===== src/design/gcode_line_tokenizer_top_defines.svh =====
// ----------------------------------------------------------------------------
// gcode line tokenizer assertion macros
// concurrent checks on clock and reset, empty when SYNTH is defined
// ----------------------------------------------------------------------------
`ifndef GCODE_LINE_TOKENIZER_TOP_DEFINES_SVH
`define GCODE_LINE_TOKENIZER_TOP_DEFINES_SVH
`ifndef SYNTH
`define GCLT_ASSERT(lbl, cond) \
   lbl: assert property (@(posedge clock) disable iff (reset) (cond)) \
      else $error("gclt check failed");
`define GCLT_ASSERT_IMP(lbl, pre, post) \
   lbl: assert property (@(posedge clock) disable iff (reset) (pre) |-> (post)) \
      else $error("gclt check failed");
`define GCLT_ASSERT_NEXT(lbl, pre, post) \
   lbl: assert property (@(posedge clock) disable iff (reset) (pre) |=> (post)) \
      else $error("gclt check failed");
`else
`define GCLT_ASSERT(lbl, cond)
`define GCLT_ASSERT_IMP(lbl, pre, post)
`define GCLT_ASSERT_NEXT(lbl, pre, post)
`endif
`endif


===== src/design/gclt_pkg.sv =====
// ----------------------------------------------------------------------------
// gclt_pkg
// shared types and constants of the gcode line tokenizer
// ----------------------------------------------------------------------------
package gclt_pkg;

   localparam int NUM_FLAGS = 12;
   localparam int WHOLE_W   = 31;
   localparam int FRAC_W    = 20;
   localparam int FCNT_W    = 3;
   localparam int LETTER_W  = 5;

   typedef struct packed {
      logic [LETTER_W-1:0]  letter;
      logic                 is_command;
      logic                 negative;
      logic [WHOLE_W-1:0]   whole_part;
      logic [FRAC_W-1:0]    fraction;
      logic [FCNT_W-1:0]    fraction_digits;
      logic [NUM_FLAGS-1:0] present_mask;
      logic                 line_done;
      logic                 bad_start;
      logic                 overflowed;
   } rsp_type;

endpackage


===== src/design/gclt_in_stage.sv =====
// ----------------------------------------------------------------------------
// gclt_in_stage
// input register for the byte stream, advances when the output side moves
// ----------------------------------------------------------------------------
module gclt_in_stage (
   input  logic       clock,
   input  logic       reset,
   input  logic       advance,
   input  logic       req_valid,
   input  logic [7:0] req_char_in,
   output logic       byte_valid,
   output logic [7:0] byte_char
);

   logic       valid_ff;
   logic [7:0] char_ff;

   always_ff @(posedge clock) begin
      if (reset) begin
         valid_ff <= 1'b0;
      end else if (advance) begin
         valid_ff <= req_valid;
      end
   end

   always_ff @(posedge clock) begin
      if (advance && req_valid) begin
         char_ff <= req_char_in;
      end
   end

   assign byte_valid = valid_ff;
   assign byte_char  = char_ff;

endmodule


===== src/design/gclt_parser.sv =====
// ----------------------------------------------------------------------------
// gclt_parser
// word state machine and number accumulators, one byte per step
// ----------------------------------------------------------------------------
module gclt_parser #(
   parameter int MAX_FRAC_DIGITS = 6
) (
   input  logic             clock,
   input  logic             reset,
   input  logic             step_valid,
   input  logic [7:0]       step_char,
   output logic             res_valid,
   output gclt_pkg::rsp_type res
);

   import gclt_pkg::*;

   localparam int CNT_W = $clog2(MAX_FRAC_DIGITS + 1);
   localparam logic [CNT_W-1:0] CNT_MAX = CNT_W'(MAX_FRAC_DIGITS);
   localparam logic [WHOLE_W-1:0] WHOLE_MAX = '1;
   localparam logic [7:0] CH_ZERO  = 8'd48;
   localparam logic [7:0] CH_NINE  = 8'd57;
   localparam logic [7:0] CH_MINUS = 8'h2D;
   localparam logic [7:0] CH_POINT = 8'h2E;
   localparam logic [7:0] CH_SPACE = 8'h20;
   localparam logic [7:0] CH_A     = 8'h41;
   localparam logic [7:0] CH_G     = 8'h47;
   localparam logic [7:0] CH_M     = 8'h4D;
   localparam logic [LETTER_W-1:0] LETTER_M = 5'd12;

   typedef enum logic [1:0] {
      PH_CMD,
      PH_CMD_NUM,
      PH_PARAM_NUM,
      PH_PARAM
   } phase_type;

   phase_type            phase_ff,       phase_in;
   logic [LETTER_W-1:0]  letter_ff,      letter_in;
   logic                 sign_ff,        sign_in;
   logic [WHOLE_W-1:0]   whole_ff,       whole_in;
   logic [FRAC_W-1:0]    frac_ff,        frac_in;
   logic [CNT_W-1:0]     fcnt_ff,        fcnt_in;
   logic                 point_ff,       point_in;
   logic [NUM_FLAGS-1:0] mask_ff,        mask_in;
   logic                 sat_ff,         sat_in;

   logic                 is_digit;
   logic [3:0]           digit;
   logic [WHOLE_W+3:0]   whole_mac;
   logic [FRAC_W-1:0]    frac_mac;
   logic                 int_only;
   logic                 is_param;
   logic                 has_flag;
   logic [3:0]           flag_idx;
   logic [CNT_W+2:0]     fcnt_ext;
   logic [LETTER_W-1:0]  new_letter;
   logic [7:0]           letter_diff;

   // parameter letter lookup: flag bit, or no flag for the axis letters
   always_comb begin
      is_param = 1'b1;
      has_flag = 1'b1;
      flag_idx = 4'd0;
      unique case (step_char)
         "F": flag_idx = 4'd0;
         "S": flag_idx = 4'd1;
         "H": flag_idx = 4'd2;
         "I": flag_idx = 4'd3;
         "J": flag_idx = 4'd4;
         "K": flag_idx = 4'd5;
         "L": flag_idx = 4'd6;
         "P": flag_idx = 4'd7;
         "R": flag_idx = 4'd8;
         "Q": flag_idx = 4'd9;
         "D": flag_idx = 4'd10;
         "M": flag_idx = 4'd11;
         "X", "Y", "Z": has_flag = 1'b0;
         default: begin
            is_param = 1'b0;
            has_flag = 1'b0;
         end
      endcase
   end

   assign letter_diff = step_char - CH_A;
   assign new_letter  = letter_diff[LETTER_W-1:0];
   assign is_digit    = (step_char >= CH_ZERO) && (step_char <= CH_NINE);
   assign digit       = step_char[3:0];
   // acc * 10 + d, anything past 31 bits saturates
   assign whole_mac   = ({4'b0, whole_ff} << 3) + ({4'b0, whole_ff} << 1)
                        + {(WHOLE_W)'(0), digit};
   assign frac_mac    = (frac_ff << 3) + (frac_ff << 1) + {(FRAC_W-4)'(0), digit};
   assign int_only    = (phase_ff == PH_CMD_NUM) || (letter_ff == LETTER_M);
   assign fcnt_ext    = {3'b000, fcnt_ff};

   always_comb begin
      phase_in  = phase_ff;
      letter_in = letter_ff;
      sign_in   = sign_ff;
      whole_in  = whole_ff;
      frac_in   = frac_ff;
      fcnt_in   = fcnt_ff;
      point_in  = point_ff;
      mask_in   = mask_ff;
      sat_in    = sat_ff;
      res_valid = 1'b0;
      res       = '0;

      unique case (phase_ff)
         PH_CMD_NUM, PH_PARAM_NUM: begin
            priority if (is_digit) begin
               if (!point_ff) begin
                  if (whole_mac[WHOLE_W+3:WHOLE_W] != 4'd0) begin
                     whole_in = WHOLE_MAX;
                     sat_in   = 1'b1;
                  end else begin
                     whole_in = whole_mac[WHOLE_W-1:0];
                  end
               end else if (fcnt_ff < CNT_MAX) begin
                  frac_in = frac_mac;
                  fcnt_in = fcnt_ff + CNT_W'(1);
               end
            end else if (step_char == CH_MINUS) begin
               sign_in = 1'b1;
            end else if (step_char == CH_POINT && !int_only && !point_ff) begin
               point_in = 1'b1;
            end else begin
               // word ends here; a space keeps the line going
               res_valid           = 1'b1;
               res.letter          = letter_ff;
               res.is_command      = (phase_ff == PH_CMD_NUM);
               res.negative        = sign_ff;
               res.whole_part      = whole_ff;
               res.fraction        = frac_ff;
               res.fraction_digits = fcnt_ext[2:0];
               res.present_mask    = mask_ff;
               res.line_done       = (step_char != CH_SPACE);
               res.overflowed      = sat_ff;
               phase_in            = (step_char == CH_SPACE) ? PH_PARAM : PH_CMD;
            end
         end
         PH_PARAM: begin
            if (is_param) begin
               letter_in = new_letter;
               sign_in   = 1'b0;
               whole_in  = '0;
               frac_in   = '0;
               fcnt_in   = '0;
               point_in  = 1'b0;
               sat_in    = 1'b0;
               if (has_flag) begin
                  mask_in = mask_ff | (NUM_FLAGS'(1) << flag_idx);
               end
               phase_in = PH_PARAM_NUM;
            end else begin
               res_valid        = 1'b1;
               res.present_mask = mask_ff;
               res.line_done    = 1'b1;
               phase_in         = PH_CMD;
            end
         end
         PH_CMD: begin
            mask_in = '0;
            if (step_char == CH_G || step_char == CH_M) begin
               letter_in = new_letter;
               sign_in   = 1'b0;
               whole_in  = '0;
               frac_in   = '0;
               fcnt_in   = '0;
               point_in  = 1'b0;
               sat_in    = 1'b0;
               phase_in  = PH_CMD_NUM;
            end else begin
               res_valid     = 1'b1;
               res.line_done = 1'b1;
               res.bad_start = 1'b1;
            end
         end
         default: begin
            phase_in = PH_CMD;
         end
      endcase

      if (!step_valid) begin
         res_valid = 1'b0;
      end
   end

   always_ff @(posedge clock) begin
      if (reset) begin
         phase_ff  <= PH_CMD;
         letter_ff <= '0;
         sign_ff   <= 1'b0;
         whole_ff  <= '0;
         frac_ff   <= '0;
         fcnt_ff   <= '0;
         point_ff  <= 1'b0;
         mask_ff   <= '0;
         sat_ff    <= 1'b0;
      end else if (step_valid) begin
         phase_ff  <= phase_in;
         letter_ff <= letter_in;
         sign_ff   <= sign_in;
         whole_ff  <= whole_in;
         frac_ff   <= frac_in;
         fcnt_ff   <= fcnt_in;
         point_ff  <= point_in;
         mask_ff   <= mask_in;
         sat_ff    <= sat_in;
      end
   end

endmodule


===== src/design/gcode_line_tokenizer_top.sv =====
// ----------------------------------------------------------------------------
// gcode_line_tokenizer_top
// splits a G-code line byte stream into command and parameter words
// ----------------------------------------------------------------------------
// One byte is taken per clock cycle while req_stall is low. The word that a
// byte ends goes out through the input register and the parser step into the
// output register. A byte that only extends a word yields nothing. The only
// stall source is the output register: while a word waits there under
// rsp_stall, req_stall is high. Each line must open with G or M; any other
// byte in that place gives a bad_start word with line_done set. present_mask
// is final on the word with line_done.
module gcode_line_tokenizer_top #(
   parameter int MAX_FRAC_DIGITS = 6
) (
   input  logic        clock,
   input  logic        reset,
   input  logic        req_valid,
   output logic        req_stall,
   input  logic [7:0]  req_char_in,
   output logic        rsp_valid,
   input  logic        rsp_stall,
   output logic [4:0]  rsp_letter,
   output logic        rsp_is_command,
   output logic        rsp_negative,
   output logic [30:0] rsp_whole_part,
   output logic [19:0] rsp_fraction,
   output logic [2:0]  rsp_fraction_digits,
   output logic [11:0] rsp_present_mask,
   output logic        rsp_line_done,
   output logic        rsp_bad_start,
   output logic        rsp_overflowed
);

   import gclt_pkg::*;

`include "gcode_line_tokenizer_top_defines.svh"

   logic       advance;
   logic       byte_valid;
   logic [7:0] byte_char;
   logic       res_valid;
   rsp_type    res;
   logic       rsp_valid_ff;
   rsp_type    rsp_ff;

   // pipeline moves unless a word sits stalled in the output register
   assign advance   = !(rsp_valid_ff && rsp_stall);
   assign req_stall = !advance;

   gclt_in_stage u_in_stage (
      .clock       (clock),
      .reset       (reset),
      .advance     (advance),
      .req_valid   (req_valid),
      .req_char_in (req_char_in),
      .byte_valid  (byte_valid),
      .byte_char   (byte_char)
   );

   gclt_parser #(
      .MAX_FRAC_DIGITS (MAX_FRAC_DIGITS)
   ) u_parser (
      .clock      (clock),
      .reset      (reset),
      .step_valid (byte_valid && advance),
      .step_char  (byte_char),
      .res_valid  (res_valid),
      .res        (res)
   );

   always_ff @(posedge clock) begin
      if (reset) begin
         rsp_valid_ff <= 1'b0;
      end else if (advance) begin
         rsp_valid_ff <= res_valid;
      end
   end

   always_ff @(posedge clock) begin
      if (advance && res_valid) begin
         rsp_ff <= res;
      end
   end

   assign rsp_valid           = rsp_valid_ff;
   assign rsp_letter          = rsp_ff.letter;
   assign rsp_is_command      = rsp_ff.is_command;
   assign rsp_negative        = rsp_ff.negative;
   assign rsp_whole_part      = rsp_ff.whole_part;
   assign rsp_fraction        = rsp_ff.fraction;
   assign rsp_fraction_digits = rsp_ff.fraction_digits;
   assign rsp_present_mask    = rsp_ff.present_mask;
   assign rsp_line_done       = rsp_ff.line_done;
   assign rsp_bad_start       = rsp_ff.bad_start;
   assign rsp_overflowed      = rsp_ff.overflowed;

   `GCLT_ASSERT(a_stall_needs_word, !req_stall || rsp_valid)
   `GCLT_ASSERT_IMP(a_bad_start_ends_line, rsp_valid && rsp_bad_start,
      rsp_line_done && !rsp_is_command && rsp_present_mask == 12'd0)
   `GCLT_ASSERT_IMP(a_cmd_letter, rsp_valid && rsp_is_command,
      rsp_letter == 5'd6 || rsp_letter == 5'd12)
   `GCLT_ASSERT_IMP(a_sat_value, rsp_valid && rsp_overflowed,
      rsp_whole_part == 31'h7FFFFFFF)
   `GCLT_ASSERT_NEXT(a_stalled_byte_held, byte_valid && !advance,
      byte_valid && $stable(byte_char))

endmodule


===== config.mk =====
export PLATFORM = sky130hd
export DESIGN_NAME = gcode_line_tokenizer_top
export DESIGN_NICKNAME = d
export VERILOG_FILES = /design/src/design/gclt_pkg.sv /design/src/design/gclt_in_stage.sv /design/src/design/gclt_parser.sv /design/src/design/gcode_line_tokenizer_top.sv
export VERILOG_INCLUDE_DIRS = /design/src /design/src/design
export SDC_FILE = /design/constraint.sdc
export NUM_CORES = 1
export LEC_CHECK = 0
export BUFFER_PORTS_ARGS = -buffer_cell sky130_fd_sc_hd__buf_2
export CORE_ASPECT_RATIO = 1.25
export CORE_UTILIZATION = 54
export CTS_CLUSTER_SIZE = 30
export DETAILED_ROUTE_END_ITERATION = 6
export GPL_TIMING_DRIVEN = 0
export PLACE_DENSITY_LB_ADDON = 0.05
export SETUP_SLACK_MARGIN = 0.05
export SYNTH_ARGS = -nofsm -noshare
export SYNTH_HDL_FRONTEND = slang
export SYNTH_SLANG_ARGS = --single-unit
export TNS_END_PERCENT = 30

===== constraint.sdc =====
create_clock -name clock -period 9.6 [get_ports clock]
set_input_delay 1.44 -clock clock [delete_from_list [all_inputs] [get_ports clock]]
set_output_delay 1.44 -clock clock [all_outputs]
set_load 0.05 [all_outputs]

==> results.txt <==
Most frequent cells in the layout: ha_1 (105), buf_2 (91), edfxtp_1 (84), and2_1 (81), a21oi_1 (80)
Area leader, netlist: edfxtp_1
Iteration-0 DRC Markers: 354
Post_cts resized: 0
CP peak stage delay: 590 ps
Setup TNS: 0 ps
DR DRC count: 0
Clk sinks: 162
Nets@finish: 1,157
Status: completed
Fill cells: 1,430
Fmax: 251 MHz
H-tree depth: 4
Port Buffers: 88
Tot GR Track Use: 0.250
Core Area: 17,000 um2
Clk_lat worst skew: 430 ps
DR WL met3: 545 um
Critical path capture point type: flop
Initial Util: 0.557
Net Count, Synth: 1,048
Highest routed layer: met4
CP arrival: 4300 ps
Yosys reg bits: 162
Share of the synthesized area in the top cell type: 0.266
FFs w/ async S/R, synth: 0
Max clock buf depth: 2
Area growth syn-to-layout: 14.5%
Clock root cell: clkbuf_16
Final setup viols: 0
Normalized max-slew margin: 0.422
Post-Synth XOR/XNOR Area: 0.0434
Most common flop cell mapped by yosys: edfxtp_1
IO Pins: 90
DR WL met2: 11.3 mm
Clock skew: 11.8 ps
Grt total ovfl: 0
Setup crit start kind: flop
Final Max Slew Viols: 0
PD cells: 144 nW/um2
Global-route wire length before repair: 35.6 mm
RSZ-0062 raised after global routing: no
Die width: 121 um
Pre-CTS setup slack: 5630 ps
Netlist Area Pre-Place: 9500 um2
Synth Area in Compound Gates: 0.184
Worst Path Max Fanout: 10
Final Hold Fails: 0
Share of cells above drive strength 1: 0.150
Pin count of the biggest net entering global routing: 31
Critical path class: reg -> reg
Post-Syn Instances: 927
Die H: 150 um
Via density: 5.81
CP Data Required Time: 9920 ps
FP Rows: 53
Placed cell area: 10,300 um2
Netlist cell types: 83
Mux cell area share after synthesis: 0.00316
Most common cell after layout, fill and taps aside: ha_1
GPL Wtd Cong: 0.876
Syn_area_per_cell: 10.2 um2
CTS tree: built
Final ANT Viol Nets: 0
Pre-antenna DRT Iters: 4
Worst min path class: reg -> reg
Leakage power total: 4.82 nW
Clk pin slew, worst setup/hold paths: 70 ps
Final WS setup: 5620 ps
Synth Area in Adders: 0.147
Initial antenna violation count: 0
Largest family of logic cells by synthesized area: compound AO/OA/AOI/OAI gates
Worst vdd ir: 0.0848 mV
Slowest cell on the critical path: fa_1
EDFF count, synth: 84
Min cycle time layout: 3980 ps
Design Area, Final: 10,900 um2
Die area: 18,100 um2
Post-CTS Setup Inserts: 0
Total wire length: 21.6 mm
Post-route met1 wirelength: 9.24 mm
Slew @ Worst Pin: 865 ps
Average wire per standard cell: 17.0 um
Register area share after synthesis: 0.430
Period Utilization, post-route: 0.415
Worst-path cell chain: fa_1 -> fa_1 -> a211o_1 -> a21oi_1 -> a211o_1 -> a211oi_1 -> or3_1 -> a22oi_2 -> a31oi_4 -> buf_6 -> a221o_1
Synth Area in Simple Gates: 0.166
Vias in the first global route: 7,395
Ys Warns: 0
Leading post-synthesis cells by cell area: edfxtp_1 (27%), dfxtp_1 (16%), ha_1 (14%)
CTS buffer count: 17
Cts hold-fix bufs: 0
Max Cap Viol: 0
Via count: 7,374
Antenna fix cells: 0
Hpwl dp: 16.3 mm
logic make-up (layout without fill, tap and decap cells):
kind of cell | count (synthesis) | in the layout
and+or+nand+nor | 296 | 296
buffers and inverters | 59 | 181
adders and majority gates | 109 | 109
AOI/OAI and AO/OA | 251 | 251
DFF | 162 | 162
xor gates and xnor gates | 47 | 47
muxes | 3 | 3
worst max-delay path: cells and delay by family, from the launching register on:
family	cells	cell delay [ps]
simple gates	1	410
fa+ha+maj	2	1090
compound gates	7	1630
buf+inv	1	200
flops	1	540
power breakdown:
part,switching [mW],internal (mW)
Combinational,0.0895,0.0241
Sequential,0.00712,0.745
Clock,0.287,0.409
metal layers:
layer  up-vias  GRT usage
met3        38     0.0364
li1       3662          -
met5         -          0
met1      3545      0.286
met2       129      0.466
met4         0     0.0963
sequential cells by signal, summed over array words and instances (netlist names), 2 cells and up:
name                  cells
rsp_present_mask         12
rsp_letter                5
u_parser.fcnt_ff          3
u_in_stage.byte_char      8
u_parser.mask_ff         12
u_parser.whole_ff        31
rsp_fraction             20
u_parser.phase_ff         2
u_parser.letter_ff        5
u_parser.frac_ff         20
rsp_fraction_digits       3
rsp_whole_part           31
synth_stat cells (4+ instances only):
master and n:
dfxtp_1 78, a21o_1 19, and2_1 81, a211oi_1 9
a31oi_1 5, a211o_1 8, o21ai_0 33, edfxtp_1 84
inv_1 18, fa_1 4, nor2_1 62, o31ai_1 4
a21oi_1 80, or3_1 5, ha_1 105, nand3_1 25
clkbuf_1 32, o211ai_1 9, nand2_1 58, a22oi_1 4
nand4_1 8, nor2b_1 6, nand3b_1 4, nor3b_1 4
o21a_1 9, and3_1 7, nand2b_1 8, xor2_1 18
nor3_1 7, xnor2_1 29, a31o_2 5, o21ai_1 6
a221o_1 26
layout make-up:
type / count / area [um2] / area share
clock buffer: 19 / 464 / 0.0427
timing repair buffer: 90 / 480 / 0.0442
multi-input combinational: 706 / 5170 / 0.476
sequential: 162 / 4080 / 0.376
tap: 220 / 275 / 0.0253
buffer: 40 / 178 / 0.0163
clock inverter: 13 / 145 / 0.0134
inverter: 19 / 71.3 / 0.00656
stage by stage:
stage,total power [mW],instances,hold WS (ps),utilization
after floorplan,0.854,927,428,-
after global placement,0.883,1235,439,0.599
after detailed placement,0.881,1237,447,0.602
after CTS,1.57,1269,465,0.638
after global routing,1.61,1269,492,0.638
final,1.56,1269,461,0.638
final timing paths:
path	end	startpoint	slack [ps]	cells past startpoint
max	u_parser.whole_ff[10]$_SDFFE_PP0P_	u_in_stage.byte_char[3]$_DFFE_PP_	5620	11
min reg2reg	u_parser.mask_ff[9]$_SDFFE_PP0P_	u_parser.mask_ff[9]$_SDFFE_PP0P_	460	2
min	u_parser.mask_ff[9]$_SDFFE_PP0P_	u_parser.mask_ff[9]$_SDFFE_PP0P_	460	2
max reg2reg	u_parser.whole_ff[10]$_SDFFE_PP0P_	u_in_stage.byte_char[3]$_DFFE_PP_	5620	11
Note: power is estimated with default switching activity, not from simulation.
